### src/hw/rtl/hpsad_pkg.sv
// Shared types, constants and codes for the half-pel block SAD engine.
`timescale 1ns / 1ps
package hpsad_pkg;

	localparam int PIX_W        = 8;
	localparam int NUM_PIX      = 16;
	localparam int NUM_REF      = NUM_PIX + 1;
	localparam int LANES        = 16;
	localparam int NARROW_LANES = 8;
	localparam int SAD_W        = 16;
	localparam int ROW_W        = $clog2(NUM_PIX * ((1 << PIX_W) - 1) + 1);

	localparam int CFG_IDX_W  = 2;
	localparam int CFG_DATA_W = 2;
	localparam int TDATA_W    = NUM_PIX * PIX_W * 2 + PIX_W + 0; // 264, whole bytes

	typedef logic [PIX_W-1:0]               pix_t;
	typedef logic [NUM_PIX-1:0][PIX_W-1:0]  cur_row_t;
	typedef logic [NUM_REF-1:0][PIX_W-1:0]  ref_row_t;
	typedef logic [NUM_PIX-1:0][PIX_W-1:0]  diff_row_t;
	typedef logic [ROW_W-1:0]               row_sum_t;
	typedef logic [SAD_W-1:0]               sad_t;

	typedef enum logic [1:0] {
		MODE_FULL  = 2'd0,
		MODE_HORIZ = 2'd1,
		MODE_VERT  = 2'd2,
		MODE_DIAG  = 2'd3
	} interp_mode_t;

	typedef logic [CFG_IDX_W-1:0] cfg_idx_t;
	localparam cfg_idx_t CFG_INTERP_MODE = cfg_idx_t'(0);
	localparam cfg_idx_t CFG_NARROW      = cfg_idx_t'(1);

	localparam sad_t SAD_MAX = {SAD_W{1'b1}};

endpackage

### src/hw/rtl/halfpel_block_sad.sv
// Top level: row capture, sixteen SAD lanes, merge tree and saturating accumulator.
//
//  channel | direction | handshake            | payload
//  s_*     | in        | s_tvalid / s_tready  | s_tdata rows, s_tuser prime, s_tlast last row
//  m_*     | out       | m_tvalid / m_tready  | m_tdata block SAD
//  cfg_*   | in        | cfg_valid / cfg_ready| cfg_index, cfg_data
//
// One row is accepted every cycle while s_tready is high; the result of a last row passes the
// capture register, lane register, merge-tree register and output register before it shows on m_*.
// The accumulator add-and-saturate is the only loop.
// Reset clears all valid flags, the accumulator, the previous-row store and config.
// A waiting result holds a last row at the accumulator; the rows behind it back up to s_tready.
`timescale 1ns / 1ps
module halfpel_block_sad (
	input  logic                                 clk,
	input  logic                                 arst_n,
	input  logic                                 s_tvalid,
	output logic                                 s_tready,
	// [63:0] cur_low, [127:64] cur_high, [191:128] ref_low, [255:192] ref_high,
	// [263:256] ref_extra
	input  logic [hpsad_pkg::TDATA_W-1:0]        s_tdata,
	// [0] prime_row
	input  logic                                 s_tuser,
	input  logic                                 s_tlast,
	output logic                                 m_tvalid,
	input  logic                                 m_tready,
	// [15:0] sad_total
	output logic [hpsad_pkg::SAD_W-1:0]          m_tdata,
	input  logic                                 cfg_valid,
	output logic                                 cfg_ready,
	input  logic [hpsad_pkg::CFG_IDX_W-1:0]      cfg_index,
	input  logic [hpsad_pkg::CFG_DATA_W-1:0]     cfg_data
);

	localparam int CUR_BITS = hpsad_pkg::NUM_PIX * hpsad_pkg::PIX_W;
	localparam int REF_BITS = hpsad_pkg::NUM_REF * hpsad_pkg::PIX_W;

	hpsad_pkg::interp_mode_t mode_q;
	logic                    narrow_q;
	hpsad_pkg::ref_row_t     prev_q;
	hpsad_pkg::sad_t         acc_q;
	hpsad_pkg::sad_t         out_q;
	logic                    out_valid_q;

	hpsad_pkg::cur_row_t     cur_s1;
	hpsad_pkg::ref_row_t     ref_s1;
	hpsad_pkg::ref_row_t     prv_s1;
	logic                    v_s1, prime_s1, last_s1;

	hpsad_pkg::diff_row_t    diff_s2;
	logic                    v_s2, prime_s2, last_s2;

	hpsad_pkg::row_sum_t     row_s3;
	logic                    v_s3, prime_s3, last_s3;

	hpsad_pkg::diff_row_t    lane_diff;
	hpsad_pkg::row_sum_t     row_sum;
	hpsad_pkg::ref_row_t     in_ref;
	logic                    in_accept, out_free, emit3, adv3, rdy3, rdy2, rdy1;
	logic [hpsad_pkg::SAD_W:0] acc_sum;
	hpsad_pkg::sad_t         acc_sat;

	assign in_ref    = s_tdata[CUR_BITS +: REF_BITS];
	assign cfg_ready = 1'b1;

	// Ready chain: only a last row that is not a priming row at the accumulator waits for the output register.
	always_comb begin
		out_free  = !out_valid_q || m_tready;
		emit3     = v_s3 && last_s3 && !prime_s3;
		adv3      = v_s3 && (!emit3 || out_free);
		rdy3      = !v_s3 || adv3;
		rdy2      = !v_s2 || rdy3;
		rdy1      = !v_s1 || rdy2;
		s_tready  = rdy1;
		in_accept = s_tvalid && rdy1;
	end

	always_ff @(posedge clk or negedge arst_n) begin
		if (!arst_n) begin
			mode_q   <= hpsad_pkg::MODE_FULL;
			narrow_q <= 1'b0;
		end else if (cfg_valid) begin
			case (cfg_index)
				hpsad_pkg::CFG_INTERP_MODE: mode_q   <= hpsad_pkg::interp_mode_t'(cfg_data);
				hpsad_pkg::CFG_NARROW:      narrow_q <= cfg_data[0];
				default:                    ;
			endcase
		end
	end

	// Capture stage: every accepted row also becomes the previous row.
	always_ff @(posedge clk or negedge arst_n) begin
		if (!arst_n) begin
			prev_q <= '0;
			v_s1   <= 1'b0;
		end else begin
			if (rdy1)
				v_s1 <= s_tvalid;
			if (in_accept)
				prev_q <= in_ref;
		end
	end

	always_ff @(posedge clk) begin
		if (in_accept) begin
			cur_s1   <= s_tdata[CUR_BITS-1:0];
			ref_s1   <= in_ref;
			prv_s1   <= prev_q;
			prime_s1 <= s_tuser;
			last_s1  <= s_tlast;
		end
	end

	for (genvar g = 0; g < hpsad_pkg::NUM_PIX; g++) begin : g_lane
		hpsad_lane u_lane (
			.mode  (mode_q),
			.ref_a (ref_s1[g]),
			.ref_b (ref_s1[g+1]),
			.prv_c (prv_s1[g]),
			.prv_d (prv_s1[g+1]),
			.cur_x (cur_s1[g]),
			.diff  (lane_diff[g])
		);
	end

	always_ff @(posedge clk or negedge arst_n) begin
		if (!arst_n)
			v_s2 <= 1'b0;
		else if (rdy2)
			v_s2 <= v_s1;
	end

	always_ff @(posedge clk) begin
		if (v_s1 && rdy2) begin
			diff_s2  <= lane_diff;
			prime_s2 <= prime_s1;
			last_s2  <= last_s1;
		end
	end

	hpsad_merge u_merge (
		.diff    (diff_s2),
		.narrow  (narrow_q),
		.row_sum (row_sum)
	);

	always_ff @(posedge clk or negedge arst_n) begin
		if (!arst_n)
			v_s3 <= 1'b0;
		else if (rdy3)
			v_s3 <= v_s2;
	end

	always_ff @(posedge clk) begin
		if (v_s2 && rdy3) begin
			row_s3   <= row_sum;
			prime_s3 <= prime_s2;
			last_s3  <= last_s2;
		end
	end

	always_comb begin
		acc_sum = {1'b0, acc_q} + (hpsad_pkg::SAD_W+1)'(row_s3);
		acc_sat = acc_sum[hpsad_pkg::SAD_W] ? hpsad_pkg::SAD_MAX
			: acc_sum[hpsad_pkg::SAD_W-1:0];
	end

	// Accumulate, clear on priming, emit (unless also priming) and clear on the last row.
	always_ff @(posedge clk or negedge arst_n) begin
		if (!arst_n) begin
			acc_q       <= '0;
			out_valid_q <= 1'b0;
		end else begin
			if (adv3) begin
				if (prime_s3 || last_s3)
					acc_q <= '0;
				else
					acc_q <= acc_sat;
			end
			if (adv3 && emit3)
				out_valid_q <= 1'b1;
			else if (m_tready)
				out_valid_q <= 1'b0;
		end
	end

	always_ff @(posedge clk) begin
		if (adv3 && emit3)
			out_q <= acc_sat;
	end

	assign m_tvalid = out_valid_q;
	assign m_tdata  = out_q;

`ifndef ASSERT_OFF
	a_result_source: assert property (@(posedge clk) disable iff (!arst_n)
		$rose(m_tvalid) |-> $past(adv3 && emit3))
		else $error("result raised without a last row at the accumulator");

	a_clear_after_emit: assert property (@(posedge clk) disable iff (!arst_n)
		(adv3 && emit3) |=> acc_q == '0)
		else $error("accumulator not cleared after block result");

	a_clear_on_prime: assert property (@(posedge clk) disable iff (!arst_n)
		(adv3 && prime_s3) |=> acc_q == '0)
		else $error("accumulator not cleared by priming row");

	a_prev_capture: assert property (@(posedge clk) disable iff (!arst_n)
		in_accept |=> prev_q == $past(in_ref))
		else $error("previous reference row not captured");
`endif

endmodule

### src/hw/rtl/hpsad_lane.sv
// One pixel lane: form the interpolated reference pixel and take the absolute difference.
`timescale 1ns / 1ps
module hpsad_lane (
	input  hpsad_pkg::interp_mode_t mode,
	input  hpsad_pkg::pix_t         ref_a,
	input  hpsad_pkg::pix_t         ref_b,
	input  hpsad_pkg::pix_t         prv_c,
	input  hpsad_pkg::pix_t         prv_d,
	input  hpsad_pkg::pix_t         cur_x,
	output hpsad_pkg::pix_t         diff
);

	logic [hpsad_pkg::PIX_W:0]   avg_h;
	logic [hpsad_pkg::PIX_W:0]   avg_v;
	logic [hpsad_pkg::PIX_W+1:0] avg_d;
	hpsad_pkg::pix_t             pred;

	always_comb begin
		avg_h = {1'b0, ref_a} + {1'b0, ref_b} + (hpsad_pkg::PIX_W+1)'(1);
		avg_v = {1'b0, prv_c} + {1'b0, ref_a} + (hpsad_pkg::PIX_W+1)'(1);
		avg_d = {2'b00, ref_a} + {2'b00, ref_b} + {2'b00, prv_c} + {2'b00, prv_d}
			+ (hpsad_pkg::PIX_W+2)'(2);
		case (mode)
			hpsad_pkg::MODE_HORIZ: pred = avg_h[hpsad_pkg::PIX_W:1];
			hpsad_pkg::MODE_VERT:  pred = avg_v[hpsad_pkg::PIX_W:1];
			hpsad_pkg::MODE_DIAG:  pred = avg_d[hpsad_pkg::PIX_W+1:2];
			default:               pred = ref_a;
		endcase
		diff = (cur_x > pred) ? (cur_x - pred) : (pred - cur_x);
	end

endmodule

### src/hw/rtl/hpsad_merge.sv
// Masked adder tree that merges the lane differences into one row sum.
`timescale 1ns / 1ps
module hpsad_merge (
	input  hpsad_pkg::diff_row_t diff,
	input  logic                 narrow,
	output hpsad_pkg::row_sum_t  row_sum
);

	localparam int W = hpsad_pkg::PIX_W;

	logic [7:0][W:0]   lvl1;
	logic [3:0][W+1:0] lvl2;
	logic [1:0][W+2:0] lvl3;
	hpsad_pkg::diff_row_t masked;

	always_comb begin
		for (int i = 0; i < hpsad_pkg::NUM_PIX; i++) begin
			if (i < hpsad_pkg::LANES && (!narrow || i < hpsad_pkg::NARROW_LANES))
				masked[i] = diff[i];
			else
				masked[i] = '0;
		end
		for (int i = 0; i < 8; i++)
			lvl1[i] = {1'b0, masked[2*i]} + {1'b0, masked[2*i+1]};
		for (int i = 0; i < 4; i++)
			lvl2[i] = {1'b0, lvl1[2*i]} + {1'b0, lvl1[2*i+1]};
		for (int i = 0; i < 2; i++)
			lvl3[i] = {1'b0, lvl2[2*i]} + {1'b0, lvl2[2*i+1]};
		row_sum = hpsad_pkg::row_sum_t'({1'b0, lvl3[0]} + {1'b0, lvl3[1]});
	end

endmodule
### config.mk
export PLATFORM = sky130hd
export DESIGN_NAME = halfpel_block_sad
export DESIGN_NICKNAME = d
export VERILOG_FILES = /design/src/hw/rtl/hpsad_pkg.sv /design/src/hw/rtl/halfpel_block_sad.sv /design/src/hw/rtl/hpsad_lane.sv /design/src/hw/rtl/hpsad_merge.sv
export SDC_FILE = /design/constraint.sdc
export NUM_CORES = 2
export LEC_CHECK = 0
export ABC_CLOCK_PERIOD_IN_PS = 8400
export BUFFER_PORTS_ARGS = -buffer_cell sky130_fd_sc_hd__buf_4
export CAP_MARGIN = 20
export CORE_UTILIZATION = 60
export CTS_CLUSTER_DIAMETER = 50
export CTS_CLUSTER_SIZE = 12
export DETAILED_ROUTE_END_ITERATION = 8
export PLACE_DENSITY = 0.81
export SLEW_MARGIN = 30
export SYNTH_ARGS = -nofsm -noshare
export SYNTH_HDL_FRONTEND = slang
export SYNTH_SLANG_ARGS = --single-unit
### constraint.sdc
create_clock -name clk -period 8.4 [get_ports clk]
set_clock_uncertainty 0.05 [all_clocks]
set_input_delay 1.68 -clock clk [delete_from_list [all_inputs] [get_ports clk]]
set_output_delay 1.68 -clock clk [all_outputs]
set_load 0.01 [all_outputs]
; ---- Word-level counts from Yosys, hierarchy flattened
; Index checks and enable logic that the tools add are counted.
[totals]
output_inout_bits = 19
ff_bits = 721
[op_classes]
eq_ne = 4
addsub = 176
n_reduce_logical = 23
mux = 44
n_lt_le_gt_ge = 16
[ops]
columns = operator, count
row1 = adder 8 x 8 -> 9 bit, 56
row2 = case mux 8 bit (3 select lines), 16
row3 = adder 10 x 8 -> 10 bit, 32
row4 = adder 9 x 1 -> 9 bit (second input constant), 32
row5 = subtractor 8 bit, 32
row6 = two-way mux 8 bit, 24
row7 = adder 10 x 2 -> 10 bit (second input constant), 16
row8 = greater-than comparator 8 bit, 16
row9 = adder 9 x 9 -> 10 bit, 4
row10 = two-way mux 16 bit, 2
row11 = adder 10 x 10 -> 11 bit, 2
row12 = adder 16 x 12 -> 17 bit, 1
row13 = adder 11 x 11 -> 12 bit, 1
row14 = logical AND 1 bit, 7
row15 = logical NOT 1 bit, 6
row16 = logical OR 1 bit, 6
row17 = equality test 2 x 1 -> 1 bit (second input constant), 2
row18 = equality test 2 bit (second input constant), 2
row19 = AND reduction 2 bit, 2
row20 = logical NOT 2 bit, 1
row21 = two-way mux 1 bit, 2
row22 = nonzero test 2 bit, 1

; ---- Longest topological paths before layout
[depth]
word_depth = 9
depth_mapped = 27

; ---- Cells and area by module
; Synthesis repeated with hierarchy kept, for this count alone.
[hier_totals]
hier_cells = 6370
area_unflattened_um2 = 64765.9
[by_module_without_submodules]
columns = mod, area_each_um2, cells_each, n_inst
row1 = halfpel_block_sad, 23670.2, 1034, 1
row2 = hpsad_lane at g_lane[0].u_lane ..., 2338.5, 307, 10
row3 = hpsad_lane at g_lane[7].u_lane ..., 2348.5, 312, 3
row4 = hpsad_merge, 3677.3, 388, 1
row5 = hpsad_lane at g_lane[4].u_lane, 2387.3, 317, 1
row6 = hpsad_lane at g_lane[5].u_lane, 2341.0, 321, 1
row7 = hpsad_lane at g_lane[6].u_lane, 2259.7, 304, 1

; ---- Worst setup path before layout
; OpenSTA, ideal clock, no wires.
[synth_timing]
kind = input -> register
start = input m_tready
end = register prev_q[0] (netlist name)
path_buffers = 2
required_time_ns = 8.260
path_slack_ns = 0.263
setup_time_ns = 0.090
cell_stages = 7
arrival_time_ns = 7.998
path_cell_list = nand2b_1 -> nor2_1 -> nand3_1 -> and2_1 -> clkbuf_1 -> buf_2 -> mux2_2
[synth_between]
elab_chain_cells = 7
[synth_rtl]
columns = element, line
row1 = from (decl), halfpel_block_sad.sv:26  ; input logic m_tready,
row2 = logical OR 1 bit, halfpel_block_sad.sv:68  ; out_free = !out_valid_q || m_tready;
row3 = logical OR 1 bit, halfpel_block_sad.sv:70  ; adv3 = v_s3 && (!emit3 || out_free);
row4 = logical AND 1 bit, halfpel_block_sad.sv:70
row5 = logical OR 1 bit, halfpel_block_sad.sv:71  ; rdy3 = !v_s3 || adv3;
row6 = logical OR 1 bit, halfpel_block_sad.sv:72  ; rdy2 = !v_s2 || rdy3;
row7 = logical OR 1 bit, halfpel_block_sad.sv:73  ; rdy1 = !v_s1 || rdy2;
row8 = named net s_tready, halfpel_block_sad.sv:18  ; output logic s_tready,
row9 = logical AND 1 bit, halfpel_block_sad.sv:75  ; in_accept = s_tvalid && rdy1;
row10 = named net in_accept, halfpel_block_sad.sv:59  ; logic in_accept, out_free, emit3, adv3, rdy3, rdy2, rdy1;
row11 = to (signal assigned), halfpel_block_sad.sv:100  ; prev_q <= in_ref;
row12 = to (decl), halfpel_block_sad.sv:40  ; hpsad_pkg::ref_row_t prev_q;
; The timed path passes the listed nets, and every way through them passes these cells.
; A chain may end at the register's enable or synchronous reset.

; ---- Final worst setup path
[layout_timing]
start = register narrow_q
end = register row_s3[11], data pin
[layout_between]
elab_chain_cells = 5
[layout_rtl]
columns = element, line
row1 = from (decl), halfpel_block_sad.sv:39  ; logic narrow_q;
row2 = from (signal assigned), halfpel_block_sad.sv:85  ; hpsad_pkg::CFG_NARROW: narrow_q <= cfg_data[0];
row3 = two-way mux 8 bit, hpsad_merge.sv:18  ; if (i < hpsad_pkg::LANES && (!narrow || i < hpsad_pkg::NARROW_LANES))
row4 = adder 8 x 8 -> 9 bit, hpsad_merge.sv:24  ; lvl1[i] = {1'b0, masked[2*i]} + {1'b0, masked[2*i+1]};
row5 = adder 9 x 9 -> 10 bit, hpsad_merge.sv:26  ; lvl2[i] = {1'b0, lvl1[2*i]} + {1'b0, lvl1[2*i+1]};
row6 = adder 10 x 10 -> 11 bit (*), hpsad_merge.sv:28  ; lvl3[i] = {1'b0, lvl2[2*i]} + {1'b0, lvl2[2*i+1]};
row7 = adder 11 x 11 -> 12 bit (*), hpsad_merge.sv:29  ; row_sum = hpsad_pkg::row_sum_t'({1'b0, lvl3[0]} + {1'b0, lvl3[1]});
row8 = named net row_sum[11], halfpel_block_sad.sv:57  ; hpsad_pkg::row_sum_t row_sum;
row9 = to (signal assigned), halfpel_block_sad.sv:156  ; row_s3 <= row_sum;
row10 = to (decl), halfpel_block_sad.sv:53  ; hpsad_pkg::row_sum_t row_s3;
; Mark *: on every way through the listed nets, which the timed path passes. The rest lies on a longest branch.

==> flow_summary.rst <==
.. list-table::
   :header-rows: 1

   * - Metric
     - Value
   * - Run status
     - finished clean
   * - Layout cell share with drive strength beyond 1
     - 0.113
   * - Post-placement setup slack
     - 1.98 ns
   * - Sum of negative setup slack
     - 0 ns
   * - First DRT Iteration DRCs
     - roughly 3700
   * - Depth of the worst register-to-register path
     - 19
   * - Vias in the first global route
     - between 40000 and 50000
   * - Detailed-route wire length
     - between 150000 and 200000 µm
   * - Number of nets with antenna violations after detailed routing
     - 0
   * - Simple logic cell fraction of the synthesized area
     - 0.0924
   * - Relative area change from synthesis to final layout
     - 10.9%
   * - Std-Cell Rows
     - 116
   * - Post-Synth Adder-Cell Area
     - 0.236
   * - Mean area per synthesized cell
     - 10.0 µm²
   * - Die outline area
     - approximately 100000 µm²
   * - Multiplexer fraction of the synthesized cell area
     - 0.0500
   * - Number of buffers added to fix hold violations after cts
     - 0
   * - CTS buffer count
     - 94
   * - Final critical delay including setup and external delays
     - around 6.5 ns
   * - Worst endpoint required time
     - 8.78 ns
   * - Via count
     - 46100
   * - Portion of the post-synthesis area used by sequential elements
     - 0.340
   * - CTS tree
     - yes
   * - Maximum count of clock buffers along a single path
     - 3
   * - Total overflow reported by the global router
     - 0
   * - Worst Hold Slack
     - roughly 0.37 ns
   * - Critical path origin
     - narrow_q$_DFFE_PN0P_
   * - Quantity of gates resized following cts
     - 0
   * - Global-route wire length before repair
     - approximately 250000 µm
   * - Clock transition at the register clock pins on the worst setup and hold paths after CTS
     - about 0.060 ns
   * - Post-synthesis async set-or-reset flop share
     - 0.221
   * - Count of flip-flops with a built-in enable after synthesis
     - approximately 560
   * - DR DRC count
     - 0
   * - Final Net Count
     - 7616
   * - Gate count of the mapped netlist
     - approximately 6100
   * - Highest attainable clock frequency
     - between 150 and 200 MHz
   * - Worst hold endpoint
     - last_s3$_DFFE_PP_
   * - CTS HTree Levels
     - 3
   * - Most used flip-flop cell after synthesis
     - sky130_fd_sc_hd__edfxtp_1
   * - Cell accounting for the most synthesized area
     - sky130_fd_sc_hd__edfxtp_1
   * - End of the worst register-to-register path
     - row_s3[11]$_DFFE_PP_
   * - Pin count of the biggest net entering global routing
     - 172
   * - Max-cap violations
     - 0
   * - Storage cell area
     - 20900 µm²
   * - Number of filler cells placed in the layout
     - 7729
   * - I/O pin total
     - 294
   * - Critical path class
     - reg2reg
   * - Global placement routability congestion
     - between 0.9 and 1
   * - Relative slew margins
     - 0.291
   * - Count of TritonRoute iterations in the first routing pass
     - 7
   * - Number of diodes added for antenna fixing
     - 0
   * - Clk Tree Root Cell
     - sky130_fd_sc_hd__clkbuf_16
   * - Average routed wire per standard cell
     - a little over 20 µm
   * - Utilization after layout
     - 0.676
   * - Instance count along the most critical hold path
     - 0
   * - Internal reg-to-reg setup slack
     - approximately 1.9 ns
   * - Setup violations, final
     - 0
   * - Post-route fraction of the period consumed by the critical path
     - 0.776
   * - Class of the most critical hold timing path
     - reg2reg
   * - Post-synthesis cell area
     - roughly 60000 µm²
   * - Final count of pins violating max slew
     - 0
   * - Core Region
     - just over 100000 µm²
   * - XOR/XNOR share of the synthesized area
     - 0.0618
   * - Number of synthesized register bits
     - 721
   * - Crit-path max FO
     - between 60 and 70
   * - Number of nets produced by synthesis
     - roughly 7400
   * - Initial standard-cell utilization of the core
     - 0.609
   * - Post-route worst setup slack
     - about 1.9 ns
   * - Die height
     - 322 µm
   * - Total GRT Usage
     - 0.311
   * - Tightest Pin Transition
     - between 1 and 1.5 ns
   * - Half-perimeter wire length after detailed placement
     - ~130000 µm
   * - Die boundary width
     - around 320 µm
   * - Hold path startpoint
     - last_s2$_DFFE_PP_
   * - Compound-gate portion of the synthesized area
     - 0.155
   * - Unique cell type count in the Yosys netlist
     - 81
   * - Largest cells by area after synthesis
     - sky130_fd_sc_hd__edfxtp_1 (28%), sky130_fd_sc_hd__ha_1 (14%), sky130_fd_sc_hd__fa_1 (9.8%), sky130_fd_sc_hd__dfrtp_1 (6.5%), sky130_fd_sc_hd__inv_1 (5.3%)
   * - Setup repair after global routing missed its margin
     - false
   * - TritonCTS sink count
     - roughly 700
   * - Share of the synthesized area in the top cell type
     - 0.276
   * - Vias per cell
     - between 5 and 6
   * - Worst reg2reg path startpoint
     - narrow_q$_DFFE_PN0P_
   * - Number of failing hold endpoints at the final stage
     - 0
   * - # port buffers
     - between 200 and 300
   * - Kind of launch point of the worst setup path
     - flop
   * - Antenna violations before repair
     - 5
   * - Syn. warnings
     - 0
   * - Largest family of logic cells by synthesized area
     - adder cells
   * - Clock latency on the worst-skew pair
     - 0.69 ns
   * - Crit path capture type
     - flop
   * - Combined area of the multi-input logic cells
     - approximately 36000 µm²
   * - Arrival @ worst endpoint
     - 6.90 ns
   * - Buffers inserted by post-CTS timing repair
     - 0
==> how the worst max path moves through the flow <==
| stage | endpoint | cells past startpoint |
|---|---|---|
| final | row_s3[11]$_DFFE_PP_ | 19 |
| after global routing | row_s3[11]$_DFFE_PP_ | 19 |
| after CTS | row_s3[11]$_DFFE_PP_ | 19 |
| after detailed placement | row_s3[11]$_DFFE_PP_ | 19 |
| after global placement | row_s3[11]$_DFFE_PP_ | 19 |
| after floorplan | prev_q[0]$_DFFE_PN0P_ | 7 |
==> per-stage QoR <==
| stage | area, µm² | std cells |
|---|---|---|
| floorplan | 61200 | 6115 |
| detailed placement | 64800 | 7628 |
| global placement | 64800 | 7628 |
| global route | 68000 | 7804 |
| CTS | 67900 | 7804 |
| finish | 68000 | 7804 |
==> layout make-up <==
type                            instances  share of cell area
Clock buffer                          128              0.0379
Clock inverter                         48             0.00775
Inverter                              871              0.0481
Multi-Input combinational cell       4347               0.537
Sequential cell                       721               0.307
Tap cell                             1357              0.0250
Timing Repair Buffer                  332              0.0377
==> Yosys cell counts, types with 15 or more instances <==
library cell / instances
sky130_fd_sc_hd__a211o_1: 28
sky130_fd_sc_hd__a211oi_1: 72
sky130_fd_sc_hd__a21o_1: 150
sky130_fd_sc_hd__a21oi_1: 461
sky130_fd_sc_hd__a22o_1: 20
sky130_fd_sc_hd__a22oi_1: 17
sky130_fd_sc_hd__a31oi_1: 53
sky130_fd_sc_hd__and3_1: 19
sky130_fd_sc_hd__buf_1: 22
sky130_fd_sc_hd__buf_2: 19
sky130_fd_sc_hd__clkbuf_1: 133
sky130_fd_sc_hd__dfrtp_1: 159
sky130_fd_sc_hd__edfxtp_1: 562
sky130_fd_sc_hd__fa_1: 301
sky130_fd_sc_hd__ha_1: 673
sky130_fd_sc_hd__inv_1: 870
sky130_fd_sc_hd__mux2_2: 185
sky130_fd_sc_hd__mux2i_1: 80
sky130_fd_sc_hd__nand2_1: 219
sky130_fd_sc_hd__nand2b_1: 142
sky130_fd_sc_hd__nand3_1: 41
sky130_fd_sc_hd__nand3b_1: 16
sky130_fd_sc_hd__nand4_1: 50
sky130_fd_sc_hd__nor2_1: 341
sky130_fd_sc_hd__nor2b_1: 151
sky130_fd_sc_hd__nor3_1: 55
sky130_fd_sc_hd__nor4_1: 15
sky130_fd_sc_hd__o211ai_1: 16
sky130_fd_sc_hd__o21a_1: 78
sky130_fd_sc_hd__o21ai_0: 412
sky130_fd_sc_hd__o21bai_1: 51
sky130_fd_sc_hd__o31ai_1: 21
sky130_fd_sc_hd__o32ai_1: 15
sky130_fd_sc_hd__or2_2: 36
sky130_fd_sc_hd__or3_1: 30
sky130_fd_sc_hd__xnor2_1: 259
sky130_fd_sc_hd__xor2_1: 173
==> layer usage <==
metal  vias to the layer above  GRT usage  share of wire
met5                         -          0        0.00016
met4                         4      0.147          0.052
met3                       384     0.0454          0.066
met2                      1700      0.490           0.45
met1                     22200      0.423           0.43
li1                      21800          -              -
==> state kept, by name (all words and copies together) (netlist names), 2 cells and up <==
register	cells
acc_q	16
cur_s1	128
diff_s2	128
m_tdata	16
mode_q	2
prev_q	136
prv_s1	136
ref_s1	136
row_s3	12
==> placed cells by master, fill, tap and decap left out, drive strengths merged, types with 20 or more instances in the layout <==
master	instances
inv	894
ha	673
edfxtp	562
a21oi	461
o21ai	413
nor2	341
buf	332
fa	301
xnor2	259
nand2	219
mux2	185
xor2	173
dfrtp	159
nor2b	151
a21o	150
nand2b	142
clkbuf	128
mux2i	80
o21a	78
a211oi	73
nor3	55
a31oi	53
o21bai	51
nand4	50
nand3	41
or2	36
or3	30
a211o	28
o31ai	21
a22o	20
o311ai	20
==> worst max-delay path, stage by stage, from the launching register on <==
cell and delay [ns]:
sky130_fd_sc_hd__dfrtp_2 0.90, sky130_fd_sc_hd__nor2b_1 0.16, sky130_fd_sc_hd__fa_1 0.56, sky130_fd_sc_hd__inv_1 0.05
sky130_fd_sc_hd__fa_1 0.49, sky130_fd_sc_hd__fa_1 0.43, sky130_fd_sc_hd__fa_1 0.54, sky130_fd_sc_hd__inv_1 0.05
sky130_fd_sc_hd__fa_1 0.47, sky130_fd_sc_hd__inv_1 0.06, sky130_fd_sc_hd__fa_1 0.59, sky130_fd_sc_hd__inv_1 0.06
sky130_fd_sc_hd__ha_1 0.28, sky130_fd_sc_hd__a21o_1 0.17, sky130_fd_sc_hd__a21oi_1 0.25, sky130_fd_sc_hd__o21ai_0 0.17
sky130_fd_sc_hd__or4_1 0.45, sky130_fd_sc_hd__a41o_1 0.23, sky130_fd_sc_hd__a21oi_1 0.18, sky130_fd_sc_hd__xnor2_1 0.10
==> kinds of logic after synthesis <==
group           count (synthesis)
compound gates               1527
fa+ha+maj                     974
flops                         721
other cells                     1
buf+inv                      1047
xor+xnor                      432
mux                           273
simple gates                 1140
Power is not shown: default switching activity piles up to over one toggle a cycle in this logic, so the estimate is an artifact.
